--- src/hw/rtl/utf8s_pkg.sv ---
// Shared types, constants and the lead byte classifier for the UTF-8 stream sanitizer.
package utf8s_pkg;

   localparam int unsigned HeldDepth  = 3;
   localparam int unsigned MaxResults = 4;

   localparam logic [7:0] QMARK = 8'd63;

   // Result of classifying a byte that starts a new sequence.
   localparam logic [2:0] LEN_INVALID = 3'd0;
   localparam logic [2:0] LEN_SINGLE  = 3'd1;

   typedef struct packed {
      logic [7:0] out_byte;
      logic       was_replaced;
      logic       run_last;
      logic       message_last;
   } result_type;

   typedef result_type [MaxResults-1:0] result_list_type;

   typedef struct packed {
      logic [HeldDepth-1:0][7:0] held_bytes;
      logic [1:0]                held_count;
      logic [2:0]                sequence_length;
   } seq_state_type;

   // Expected sequence length of a starting byte; LEN_INVALID for NUL,
   // stray continuation bytes and leads that can never be well formed.
   function automatic logic [2:0] lead_len(input logic [7:0] b);
      logic [2:0] len;
      if (b == 8'h00) begin
         len = LEN_INVALID;
      end else if (b < 8'h80) begin
         len = LEN_SINGLE;
      end else if (b >= 8'hC2 && b <= 8'hDF) begin
         len = 3'd2;
      end else if (b >= 8'hE0 && b <= 8'hEF) begin
         len = 3'd3;
      end else if (b >= 8'hF0 && b <= 8'hF4) begin
         len = 3'd4;
      end else begin
         len = LEN_INVALID;
      end
      return len;
   endfunction

endpackage

--- src/hw/rtl/utf8s_req_if.sv ---
// Input byte channel: valid/ready handshake carrying one raw byte and its message end flag.
interface utf8s_req_if;
   logic       valid;
   logic       ready;
   logic [7:0] data_byte;
   logic       message_end;

   modport source (output valid, output data_byte, output message_end, input ready);
   modport sink   (input valid, input data_byte, input message_end, output ready);
endinterface

--- src/hw/rtl/utf8s_rsp_if.sv ---
// Result byte channel: valid/ready handshake carrying one emitted byte and its flags.
interface utf8s_rsp_if;
   logic       valid;
   logic       ready;
   logic [7:0] out_byte;
   logic       was_replaced;
   logic       run_last;
   logic       message_last;

   modport source (output valid, output out_byte, output was_replaced, output run_last,
                   output message_last, input ready);
   modport sink   (input valid, input out_byte, input was_replaced, input run_last,
                   input message_last, output ready);
endinterface

--- src/hw/rtl/utf8s_decode.sv ---
// Combinational UTF-8 step: from the pending sequence and one byte, the result list and next state.
module utf8s_decode (
   input  utf8s_pkg::seq_state_type   cur_state,
   input  logic [7:0]                 data_byte,
   input  logic                       message_end,
   output utf8s_pkg::result_list_type results,
   output logic [2:0]                 result_count,
   output utf8s_pkg::seq_state_type   nxt_state
);

   logic [2:0] k;
   logic [1:0] last_idx;
   logic [7:0] lo;
   logic [7:0] hi;
   logic       start_b;
   logic [2:0] cls;

   always_comb begin
      results   = '0;
      nxt_state = cur_state;
      k         = '0;
      start_b   = 1'b0;
      lo        = 8'h80;
      hi        = 8'hBF;
      cls       = utf8s_pkg::lead_len(data_byte);

      if (cur_state.held_count == 2'd0) begin
         start_b = 1'b1;
      end else begin
         // The second byte of a few leads has a narrower legal range.
         if (cur_state.held_count == 2'd1) begin
            case (cur_state.held_bytes[0])
               8'hE0:   lo = 8'hA0;
               8'hED:   hi = 8'h9F;
               8'hF0:   lo = 8'h90;
               8'hF4:   hi = 8'h8F;
               default: ;
            endcase
         end
         if (data_byte >= lo && data_byte <= hi) begin
            if ({1'b0, cur_state.held_count} + 3'd1 >= cur_state.sequence_length) begin
               for (int i = 0; i < utf8s_pkg::HeldDepth; i++) begin
                  if (2'(i) < cur_state.held_count) begin
                     results[k[1:0]].out_byte = cur_state.held_bytes[i];
                     k = k + 3'd1;
                  end
               end
               results[k[1:0]].out_byte = data_byte;
               k = k + 3'd1;
               nxt_state.held_count      = '0;
               nxt_state.sequence_length = '0;
            end else begin
               nxt_state.held_bytes[cur_state.held_count] = data_byte;
               nxt_state.held_count = cur_state.held_count + 2'd1;
            end
         end else begin
            // Bad continuation: every held byte turns into a replacement.
            for (int i = 0; i < utf8s_pkg::HeldDepth; i++) begin
               if (2'(i) < cur_state.held_count) begin
                  results[k[1:0]].out_byte     = utf8s_pkg::QMARK;
                  results[k[1:0]].was_replaced = 1'b1;
                  k = k + 3'd1;
               end
            end
            nxt_state.held_count      = '0;
            nxt_state.sequence_length = '0;
            start_b = 1'b1;
         end
      end

      if (start_b) begin
         if (cls == utf8s_pkg::LEN_INVALID) begin
            results[k[1:0]].out_byte     = utf8s_pkg::QMARK;
            results[k[1:0]].was_replaced = 1'b1;
            k = k + 3'd1;
         end else if (cls == utf8s_pkg::LEN_SINGLE) begin
            results[k[1:0]].out_byte = data_byte;
            k = k + 3'd1;
         end else begin
            nxt_state.held_bytes[0]   = data_byte;
            nxt_state.held_count      = 2'd1;
            nxt_state.sequence_length = cls;
         end
      end

      // A sequence still open at message end is flushed as replacements.
      if (message_end && nxt_state.held_count != 2'd0) begin
         for (int i = 0; i < utf8s_pkg::HeldDepth; i++) begin
            if (2'(i) < nxt_state.held_count) begin
               results[k[1:0]].out_byte     = utf8s_pkg::QMARK;
               results[k[1:0]].was_replaced = 1'b1;
               k = k + 3'd1;
            end
         end
         nxt_state.held_count      = '0;
         nxt_state.sequence_length = '0;
      end

      last_idx = 2'(k - 3'd1);
      if (k != 3'd0) begin
         results[last_idx].run_last     = 1'b1;
         results[last_idx].message_last = message_end;
      end
      result_count = k;
   end

endmodule

--- src/hw/rtl/utf8s_rsp_buf.sv ---
// Result buffer: holds one byte's results and sends one per cycle while rsp is ready.
module utf8s_rsp_buf (
   input  logic                       clock,
   input  logic                       reset,
   input  logic                       load_valid,
   input  utf8s_pkg::result_list_type load_results,
   input  logic [2:0]                 load_count,
   output logic                       can_load,
   utf8s_rsp_if.source                rsp
);

   utf8s_pkg::result_list_type entries_ff;
   logic [2:0]                 rem_ff;
   logic [2:0]                 rem_in;
   logic [1:0]                 rd_ff;
   logic [1:0]                 rd_in;
   logic                       xfer;
   logic                       load;

   assign xfer     = rsp.valid && rsp.ready;
   assign can_load = (rem_ff == 3'd0) || (rem_ff == 3'd1 && rsp.ready);
   assign load     = load_valid && can_load;

   always_comb begin
      rem_in = rem_ff;
      rd_in  = rd_ff;
      if (load) begin
         rem_in = load_count;
         rd_in  = '0;
      end else if (xfer) begin
         rem_in = rem_ff - 3'd1;
         rd_in  = rd_ff + 2'd1;
      end
   end

   always_ff @(posedge clock) begin
      if (reset) begin
         rem_ff <= '0;
         rd_ff  <= '0;
      end else begin
         rem_ff <= rem_in;
         rd_ff  <= rd_in;
      end
   end

   always_ff @(posedge clock) begin
      if (load) begin
         entries_ff <= load_results;
      end
   end

   assign rsp.valid        = (rem_ff != 3'd0);
   assign rsp.out_byte     = entries_ff[rd_ff].out_byte;
   assign rsp.was_replaced = entries_ff[rd_ff].was_replaced;
   assign rsp.run_last     = entries_ff[rd_ff].run_last;
   assign rsp.message_last = entries_ff[rd_ff].message_last;

   a_load_count: assert property (@(posedge clock) disable iff (reset)
      load |=> rem_ff == $past(load_count))
      else $error("result count not taken on load");

   a_run_last_at_end: assert property (@(posedge clock) disable iff (reset)
      rsp.valid |-> (rsp.run_last == (rem_ff == 3'd1)))
      else $error("run_last does not match the last buffered result");

   a_msg_last_is_run_last: assert property (@(posedge clock) disable iff (reset)
      (rsp.valid && rsp.message_last) |-> rsp.run_last)
      else $error("message_last on a result that is not the last of its byte");

endmodule

--- src/hw/rtl/utf8_stream_sanitizer_top.sv ---
// Top level of the UTF-8 stream sanitizer: input register, sequence state and result buffer.
// A byte accepted into the input register passes to the result register before its first
// result shows on rsp (one input register, one result register).
// Throughput: one byte per cycle while rsp is ready and each byte gives at most one result;
// a byte with k results (up to four) holds the port until the one-wide output has sent all k.
// Reset (synchronous, active high) empties the input register and the result buffer and
// drops any pending multi-byte sequence; the held byte store itself is not cleared.
module utf8_stream_sanitizer_top (
   input  logic        clock,
   input  logic        reset,
   utf8s_req_if.sink   req,
   utf8s_rsp_if.source rsp
);

   // Input register. It takes a new byte whenever it is empty or its byte moves on,
   // so a byte can be accepted while a finished result still waits on rsp.
   logic       req_valid_ff;
   logic       req_valid_in;
   logic [7:0] req_byte_ff;
   logic       req_end_ff;
   logic       req_xfer;

   // Pending sequence state. The held bytes carry no reset: an entry is only read
   // after it was written, guarded by the count.
   utf8s_pkg::seq_state_type seq_ff;
   utf8s_pkg::seq_state_type seq_in;

   utf8s_pkg::result_list_type dec_results;
   logic [2:0]                 dec_count;
   logic                       can_load;
   logic                       advance;

   // A byte leaves the input register when the result buffer can take its results.
   // Bytes that only extend a sequence give no results and pass just the same.
   assign advance   = req_valid_ff && can_load;
   assign req.ready = !req_valid_ff || advance;
   assign req_xfer  = req.valid && req.ready;

   always_comb begin
      req_valid_in = req_valid_ff;
      if (req_xfer) begin
         req_valid_in = 1'b1;
      end else if (advance) begin
         req_valid_in = 1'b0;
      end
   end

   always_ff @(posedge clock) begin
      if (reset) begin
         req_valid_ff <= 1'b0;
      end else begin
         req_valid_ff <= req_valid_in;
      end
   end

   always_ff @(posedge clock) begin
      if (req_xfer) begin
         req_byte_ff <= req.data_byte;
         req_end_ff  <= req.message_end;
      end
   end

   // All of the per-byte work is one pass of combinational logic.
   utf8s_decode u_decode (
      .cur_state    (seq_ff),
      .data_byte    (req_byte_ff),
      .message_end  (req_end_ff),
      .results      (dec_results),
      .result_count (dec_count),
      .nxt_state    (seq_in)
   );

   // Sequence state moves only when the byte in the input register is consumed.
   // Reset clears the count and length; the held bytes keep whatever they had.
   always_ff @(posedge clock) begin
      if (reset) begin
         seq_ff.held_count      <= '0;
         seq_ff.sequence_length <= '0;
      end else if (advance) begin
         seq_ff <= seq_in;
      end
   end

   utf8s_rsp_buf u_rsp_buf (
      .clock        (clock),
      .reset        (reset),
      .load_valid   (advance),
      .load_results (dec_results),
      .load_count   (dec_count),
      .can_load     (can_load),
      .rsp          (rsp)
   );

   a_len_covers_count: assert property (@(posedge clock) disable iff (reset)
      seq_ff.held_count != 2'd0 |-> seq_ff.sequence_length > {1'b0, seq_ff.held_count})
      else $error("held count reached the expected sequence length");

   a_idle_len_zero: assert property (@(posedge clock) disable iff (reset)
      seq_ff.held_count == 2'd0 |-> seq_ff.sequence_length == 3'd0)
      else $error("sequence length set with nothing held");

   a_end_clears: assert property (@(posedge clock) disable iff (reset)
      (advance && req_end_ff) |=> seq_ff.held_count == 2'd0)
      else $error("sequence still pending after message end");

   a_end_has_result: assert property (@(posedge clock) disable iff (reset)
      (advance && req_end_ff) |-> dec_count != 3'd0)
      else $error("message end byte produced no result");

endmodule

--- src/flat_wrapper.sv ---
// flat-port wrapper written by rule: the top's interface ports become plain ports
module utf8_stream_sanitizer_top_flat 
  (clock, reset, req_valid, req_data_byte, req_message_end, req_ready, rsp_valid, rsp_out_byte, rsp_was_replaced, rsp_run_last, rsp_message_last, rsp_ready);
  utf8s_req_if req_i ();
  utf8s_rsp_if rsp_i ();
  input  logic clock;
  input  logic reset;
  input wire logic [$bits(req_i.valid)-1:0] req_valid;
  input wire logic [$bits(req_i.data_byte)-1:0] req_data_byte;
  input wire logic [$bits(req_i.message_end)-1:0] req_message_end;
  output wire logic [$bits(req_i.ready)-1:0] req_ready;
  output wire logic [$bits(rsp_i.valid)-1:0] rsp_valid;
  output wire logic [$bits(rsp_i.out_byte)-1:0] rsp_out_byte;
  output wire logic [$bits(rsp_i.was_replaced)-1:0] rsp_was_replaced;
  output wire logic [$bits(rsp_i.run_last)-1:0] rsp_run_last;
  output wire logic [$bits(rsp_i.message_last)-1:0] rsp_message_last;
  input wire logic [$bits(rsp_i.ready)-1:0] rsp_ready;
  assign req_i.valid = req_valid;
  assign req_i.data_byte = req_data_byte;
  assign req_i.message_end = req_message_end;
  assign req_ready = req_i.ready;
  assign rsp_valid = rsp_i.valid;
  assign rsp_out_byte = rsp_i.out_byte;
  assign rsp_was_replaced = rsp_i.was_replaced;
  assign rsp_run_last = rsp_i.run_last;
  assign rsp_message_last = rsp_i.message_last;
  assign rsp_i.ready = rsp_ready;
  utf8_stream_sanitizer_top u_core (.clock(clock), .reset(reset), .req(req_i), .rsp(rsp_i));
endmodule
--- config.mk ---
export PLATFORM = sky130hd
export DESIGN_NAME = utf8_stream_sanitizer_top_flat
export DESIGN_NICKNAME = d
export VERILOG_FILES = /design/src/hw/rtl/utf8s_pkg.sv /design/src/hw/rtl/utf8s_req_if.sv /design/src/hw/rtl/utf8s_rsp_if.sv /design/src/hw/rtl/utf8s_decode.sv /design/src/hw/rtl/utf8s_rsp_buf.sv /design/src/hw/rtl/utf8_stream_sanitizer_top.sv /design/src/flat_wrapper.sv
export SDC_FILE = /design/constraint.sdc
export NUM_CORES = 1
export LEC_CHECK = 0
export ABC_AREA = 1
export BUFFER_PORTS_ARGS = -buffer_cell sky130_fd_sc_hd__buf_2
export CAP_MARGIN = 20
export CORE_MARGIN = 2
export CORE_UTILIZATION = 30
export CTS_BUF_LIST = sky130_fd_sc_hd__clkbuf_4
export CTS_CLUSTER_DIAMETER = 30
export DETAILED_ROUTE_END_ITERATION = 7
export GPL_ROUTABILITY_DRIVEN = 1
export MAX_ROUTING_LAYER = met4
export SYNTH_ARGS = -nofsm -noshare
export SYNTH_HDL_FRONTEND = slang
export SYNTH_SLANG_ARGS = --single-unit
--- constraint.sdc ---
create_clock -name clock -period 4.68 [get_ports clock]
set_clock_uncertainty 0.05 [all_clocks]
set_input_delay 0.234 -clock clock [delete_from_list [all_inputs] [get_ports clock]]
set_output_delay 0.234 -clock clock [all_outputs]
set_load 0.01 [all_outputs]
==> impl_metrics.yaml, run 1 <==
finish:
  final_common_cell: "nand2_1"
  nets: 768
  drive_above_1_share_pct: 24.31
  multiInputGateArea_um2: 2791
  fin_cells: 957
  layout_common_cells: "nand2_1, edfxtp_1, inv_1, o21ai_0, nor2_1"
  num_antenna_cells: 0
  nFillCells: 1849
  register_area_um2: 2534
  area_growth_syn_to_layout_pct: 20.32
timing:
  tightest_slew_ns: 0.8493
  post-route-min-period_ns: 4.402
  fmax_ghz: 0.2272
  finalHoldViolCount: 0
  finalMaxSlewViolations: 0
  finalCritPeriodShare_pct: 94.06
  timing.hold.ws_ns: 0.1204
  max_slew_margin_pct: 42.86
  setup-violations-final: 0
global_route:
  grt_pass1_wl_um: 23550
  grt_use_met2_pct: 23.41
  grt_overflow: 0
  busiest_layer: "met2"
  grt_pass1_vias: 4339
  grt_max_degree: 45
  use_met3_pct: 2.632
  met1_usage_pct: 22.23
  grt_util_all_layers_pct: 15.85
  antenna_found_initial: 0
placement:
  place.gp.congestion: 0.9597
  hpwl_um: 11150
  placedCellCount: 926
  port_buffers: 25
clocking:
  numCtsBuffers: 9
  clock-sinks: 88
  insertion_delay_ns: 0.49
  clk_pin_slew_worst_paths_ns: 0.13
  cts_root_buffer: "clkbuf_4"
  clk_path_buf_depth: 2
  cts_tree: "done"
  ctsHtreeMaxLevel: 3
power_and_ir_drop:
  vdd_ir_drop_max_v: 0.0001399
  power.internal_w: 0.001510
  switching_share_pct: 38.31
  powerDensity_nw_per_um2: 366.6
  combPwrFrac_pct: 36.6
  pwr-share-seq_pct: 44.8
  p_clk_share_pct: 18.6
  leakagePower_nw: 2.784
  switchingPower_w: 0.0009378
run_status:
  status: "completed"
synth:
  avgSynthCellArea_um2: 8.550
  seq_area_frac_synth_pct: 45.64
  synth_seq_cells: 88
  synth_cell_types: 49
  synth_area_um2: 5549
  syn_nets: 694
  synthCells: 649
  ys.warnings.count: 0
worst_setup_path:
  arrival_ns: 4.56
  path_class: "reg2reg"
  crit_required_ns: 4.84
  cp-end-kind: "register"
  slowest_stage: "edfxtp_1"
  max_stage_delay_ns: 0.44
  startpoint_type: "register"
  cp_max_fo: 7
detailed_routing:
  routed_wl_um: 14970
  drt_iter0_drc: 358
  drc_errors: 0
  ant_nets: 0
  vias: 4687
  dr.pass1.iters: 7
  vias_per_cell: 4.898
  wl_per_cell_um: 15.64
floorplanning:
  fp.dieH_um: 140.0
  core_um2: 18090
  ios: 26
  die-area_um2: 19600
  start_util_pct: 30.68
  die_x_um: 140.0
  rows: 49
hold_path:
  hold_path.class: "in2reg"
flow_run:
  cap_viol_max_count: 0
==> flip-flops by register name (all words and copies together), names as in the netlist <==
signal                       flops
u_core.req_byte_ff               8
u_core.req_end_ff                1
u_core.req_valid_ff              1
u_core.seq_ff                   29
u_core.u_rsp_buf.entries_ff     44
u_core.u_rsp_buf.rd_ff           2
u_core.u_rsp_buf.rem_ff          3
==> layer usage <==
layer  vias to the layer above  share of wire (%)
met2                       113                 44
met1                      2171                 50
li1                       2384                  -
met5                         -                  0
met3                        19                4.7
met4                         0                1.5
==> logic make-up (layout without fill, tap and decap cells) <==
kind of cell | after synthesis | in the layout | share of synthesized area (%)
AND/OR/NAND/NOR | 266 | 266 | 22.25
AO/OA/AOI/OAI | 150 | 150 | 16.51
buffers and inverters | 108 | 187 | 7.463
flip-flops | 88 | 88 | 45.64
adder cells (fa/ha/maj) | 32 | 32 | 7.215
XOR/XNOR | 5 | 5 | 0.9245
==> Yosys cell counts, drive strengths merged <==
| library cell | number | area [um^2] |
|---|---|---|
| o211ai | 6 | 50.05 |
| nand4 | 2 | 12.51 |
| nand2 | 144 | 619.3 |
| a22oi | 3 | 22.52 |
| o221ai | 1 | 8.760 |
| a221oi | 4 | 35.03 |
| edfxtp | 77 | 2312 |
| xor2 | 5 | 51.30 |
| a211oi | 7 | 52.55 |
| dfxtp | 11 | 220.2 |
| a31oi | 13 | 81.33 |
| clkbuf | 15 | 56.30 |
| inv | 87 | 329.1 |
| nand3b | 1 | 7.510 |
| a21oi | 21 | 108.9 |
| or2 | 2 | 12.51 |
| o21a | 1 | 7.510 |
| o32ai | 2 | 17.52 |
| buf | 4 | 21.27 |
| nor3 | 10 | 60.06 |
| clkinv | 2 | 7.510 |
| ha | 32 | 400.4 |
| o311ai | 2 | 17.52 |
| o2111ai | 6 | 52.55 |
| o21ai | 71 | 377.9 |
| nor3b | 1 | 7.510 |
| nand3 | 40 | 235.2 |
| nor2 | 62 | 255.3 |
| o22ai | 11 | 68.82 |
| nor4 | 4 | 25.02 |
| a21o | 2 | 15.01 |
==> worst paths after layout <==
| path | from | to | slack (ns) | depth (start not counted) |
|---|---|---|---|---|
| worst min register to register | u_core.seq_ff[0] | u_core.seq_ff[0] | 0.48 | 2 |
| worst min-delay path | rsp_ready | u_core.u_rsp_buf.rem_ff[2] | 0.12 | 4 |
| worst max-delay path | u_core.seq_ff[6] | u_core.u_rsp_buf.entries_ff[15] | 0.28 | 33 |
| worst max register to register | u_core.seq_ff[6] | u_core.u_rsp_buf.entries_ff[15] | 0.28 | 33 |
==> critical path, delay by kind of cell, from the launching register on <==
family / cells / cell delay [ns]
flops: 1 / 0.44
compound gates: 4 / 0.47
buf+inv: 7 / 0.49
simple gates: 17 / 1.49
fa+ha+maj: 5 / 1.16
==> final cells by class <==
| type | instances | share of cell area, % |
|---|---|---|
| clock buffers | 11 | 1.237 |
| clock inverters | 5 | 0.8621 |
| inverters | 89 | 5.097 |
| multi-input cells | 453 | 41.81 |
| flip-flops and latches | 88 | 37.95 |
| well taps | 229 | 4.292 |
| repair buffers | 82 | 8.752 |
==> power groups by stage <==
| stage | registers [W] | clock network (W) | logic (W) |
|---|---|---|---|
| finish | 0.00110 | 0.000456 | 0.000895 |
| global route | 0.00111 | 0.000497 | 0.00100 |
| CTS | 0.00110 | 0.000469 | 0.000834 |
| detailed placement | 0.00112 | 0 | 0.000823 |
| global placement | 0.00112 | 0 | 0.000819 |
| floorplan | 0.00108 | 0 | 0.000558 |
==> stage by stage <==
step | TNS [ns] | utilization [%] | worst slack (ns) | total power [W] | instance area (um^2)
after global placement | 0 | 34.30 | 0.08386 | 0.001934 | 6203
final | 0 | 36.91 | 0.2782 | 0.002448 | 6676
after floorplan | 0 | - | 0.03951 | 0.001642 | 5555
after global routing | -0.7873 | 36.91 | -0.07172 | 0.002611 | 6676
after detailed placement | -0.01476 | 34.30 | -0.01476 | 0.001940 | 6203
after CTS | 0 | 35.74 | 0.03124 | 0.002401 | 6464
==> what timing repair did <==
action	4_1_cts	5_1_grt
pin swaps	0	13
setup buffers	0	4
hold endpoints to repair	10	0
gates cloned	0	0
resized for setup	2	42
endpoints found under the setup margin	1	41
hold buffers	11	0
Note: power is estimated with default switching activity, not from simulation.
==> run 2, diff against run 1 <==
--- a/config.mk
+++ b/config.mk
@@ -15,6 +15,7 @@
 export DETAILED_ROUTE_END_ITERATION = 7
 export GPL_ROUTABILITY_DRIVEN = 1
 export MAX_ROUTING_LAYER = met4
+export PLACE_DENSITY_LB_ADDON = 0.08
 export SYNTH_ARGS = -nofsm -noshare
 export SYNTH_HDL_FRONTEND = slang
 export SYNTH_SLANG_ARGS = --single-unit
==> run 2 against run 1 <==
Effect of this change:
- the flow now finishes with violations (design-rule violations)
- final cell count rose by 1.5%
- clock power decreased by 5.3%
- sequential power about the same
==> impl_metrics.yaml, run 2 (synthesis gave the netlist of run 1 again) <==
finish:
  drive_above_1_share_pct: 26.22
  top_regs: "u_core.u_rsp_buf.entries_ff: 44 flops, u_core.seq_ff: 29 flops, u_core.req_byte_ff: 8 flops"
  layout_common_cells: "nand2_1, edfxtp_1, inv_1, o21ai_0, buf_4"
  fin_util_pct: 37.50
  final_common_cell: "nand2_1"
  nFillCells: 1818
  area_growth_syn_to_layout_pct: 22.21
  nets: 780
  fin_cells: 971
  largest_reg_flops: 44
  regMostFlops: "u_core.u_rsp_buf.entries_ff"
hold_path:
  hold_start: "rsp_ready"
  hold_path.class: "in2reg"
  min_path_cells: 4
  hold_end: "u_core.u_rsp_buf.rem_ff[2]"
floorplanning:
  die-area_um2: 19600
  rows: 49
  ios: 26
  fp.dieH_um: 140.0
  core_um2: 18090
  start_util_pct: 30.68
  die_x_um: 140.0
timing:
  setup_ws_ns: 0.2498
  tightest_slew_ns: 1.015
  fmax_ghz: 0.2257
  max_slew_margin_pct: 31.72
  finalCritPeriodShare_pct: 94.66
  post-route-min-period_ns: 4.430
  finalMaxSlewViolations: 0
  setup-violations-final: 0
  fin_tns_setup_ns: 0
  finalHoldViolCount: 0
worst_setup_path:
  cp-end-kind: "register"
  startpoint_type: "register"
  r2r_cells: 35
  cp_common_cell: "nand2_2"
  cp_max_fo: 7
  slowest_stage: "edfxtp_1"
  rrSetupSlack_ns: 0.25
  crit_required_ns: 4.85
  reg2reg_from: "u_core.seq_ff[9]"
  timing.rr.end: "u_core.u_rsp_buf.entries_ff[24]"
  path_class: "reg2reg"
  max_stage_delay_ns: 0.43
  arrival_ns: 4.60
placement:
  port_buffers: 25
  placedCellCount: 933
  hpwl_um: 12480
  post-place-ws_ns: -0.04660
  place.gp.congestion: 0.8844
power_and_ir_drop:
  leakagePower_nw: 2.828
  power_w: 0.002471
  vdd_ir_drop_max_v: 0.0001023
  powerDensity_nw_per_um2: 364.3
global_route:
  grt_max_degree: 45
  grt_overflow: 0
  grt_pass1_vias: 4678
  antenna_found_initial: 1
  grt_pass1_wl_um: 25630
  grt_util_all_layers_pct: 17.56
run_status:
  violations: "design-rule violations"
  status: "finished, violations left"
clocking:
  numCtsBuffers: 9
  ctsHtreeMaxLevel: 3
  clk_path_buf_depth: 2
  cts_root_buffer: "clkbuf_4"
  cts_tree: "done"
  clock-sinks: 88
  clk_pin_slew_worst_paths_ns: 0.16
  insertion_delay_ns: 0.48
detailed_routing:
  routed_wl_um: 16670
  vias: 4810
  vias_per_cell: 4.954
  drc_errors: 1
  ant_nets: 0
  wl_per_cell_um: 17.16
  drt_iter0_drc: 247
  dr.pass1.iters: 8
flow_run:
  cap_viol_max_count: 0
## run 2: cell count changes in the layout (fill, tap and decap cells not counted), moves of 3 or more
cell | before | now
nand2_1 | 118 | 115
nand2_2 | 19 | 23
inv_2 | 18 | 21
inv_6 | 0 | 4
buf_4 | 45 | 58
## run 2: metal layers
metal / track usage [%] / routed length (um) / part of all wire, % / up-vias
met5: - / 0 / 0 / -
met4: 5.795 / 342 / 2.1 / 0
met3: 2.838 / 587 / 3.5 / 21
met2: 26.89 / 7706 / 46 / 102
met1: 23.87 / 8029 / 48 / 2278
li1: - / - / - / 2409
## run 2: how the worst max path moves through the flow
stage	start	end	slack (ns)	depth (start not counted)
2_1_floorplan	u_core.seq_ff[4]	u_core.u_rsp_buf.entries_ff[37]	0.04	36
3_3_place_gp	u_core.seq_ff[6]	u_core.u_rsp_buf.entries_ff[42]	0.02	34
3_5_place_dp	u_core.seq_ff[6]	u_core.u_rsp_buf.entries_ff[35]	-0.05	35
4_1_cts	u_core.seq_ff[4]	u_core.u_rsp_buf.entries_ff[37]	0.01	36
5_1_grt	u_core.seq_ff[9]	u_core.u_rsp_buf.entries_ff[39]	-0.05	37
6_report	u_core.seq_ff[9]	u_core.u_rsp_buf.entries_ff[24]	0.25	35
## run 2: worst max-delay path: cells and delay by family (launching register included)
kind | cells | cell delay, ns
compound gates | 4 | 0.44
fa+ha+maj | 5 | 1.10
simple gates | 17 | 1.43
buf+inv | 9 | 0.72
flops | 1 | 0.43
## run 2: area by class of cell
type / count / area, um^2 / area share, %
diodes: 2 / 5.005 / 0.07380
multi-input cells: 453 / 2808 / 41.40
well taps: 229 / 286.5 / 4.225
inverters: 89 / 337.8 / 4.982
repair buffers: 94 / 670.6 / 9.889
clock buffers: 9 / 67.56 / 0.9963
flip-flops and latches: 88 / 2535 / 37.38
clock inverters: 7 / 71.32 / 1.052
## run 2: timing repair
| item | 4_1_cts | 5_1_grt |
|---|---|---|
| cloned | 0 | 0 |
| hold buffers | 11 | 0 |
| hold endpoints to repair | 10 | 0 |
| buffers inserted | 0 | 9 |
| pin swaps | 0 | 15 |
| setup endpoints to repair | 19 | 42 |
| gates resized for setup | 3 | 43 |
## run 2: where the power goes
group | total (W) | internal, W | switching (W) | leakage [nW]
registers | 0.00111 | 0.00102 | 0.0000836 | 0.808
clock network | 0.000432 | 0.000126 | 0.000306 | 0.0766
logic | 0.000932 | 0.000331 | 0.000602 | 1.94
## run 2: stage by stage
| step | hold WS, ns | instance area (um^2) |
|---|---|---|
| 2_1_floorplan | 0.2531 | 5555 |
| 3_3_place_gp | 0.3610 | 6256 |
| 3_5_place_dp | 0.3628 | 6256 |
| 4_1_cts | 0.06246 | 6521 |
| 5_1_grt | 0.08534 | 6782 |
| 6_report | 0.08799 | 6782 |
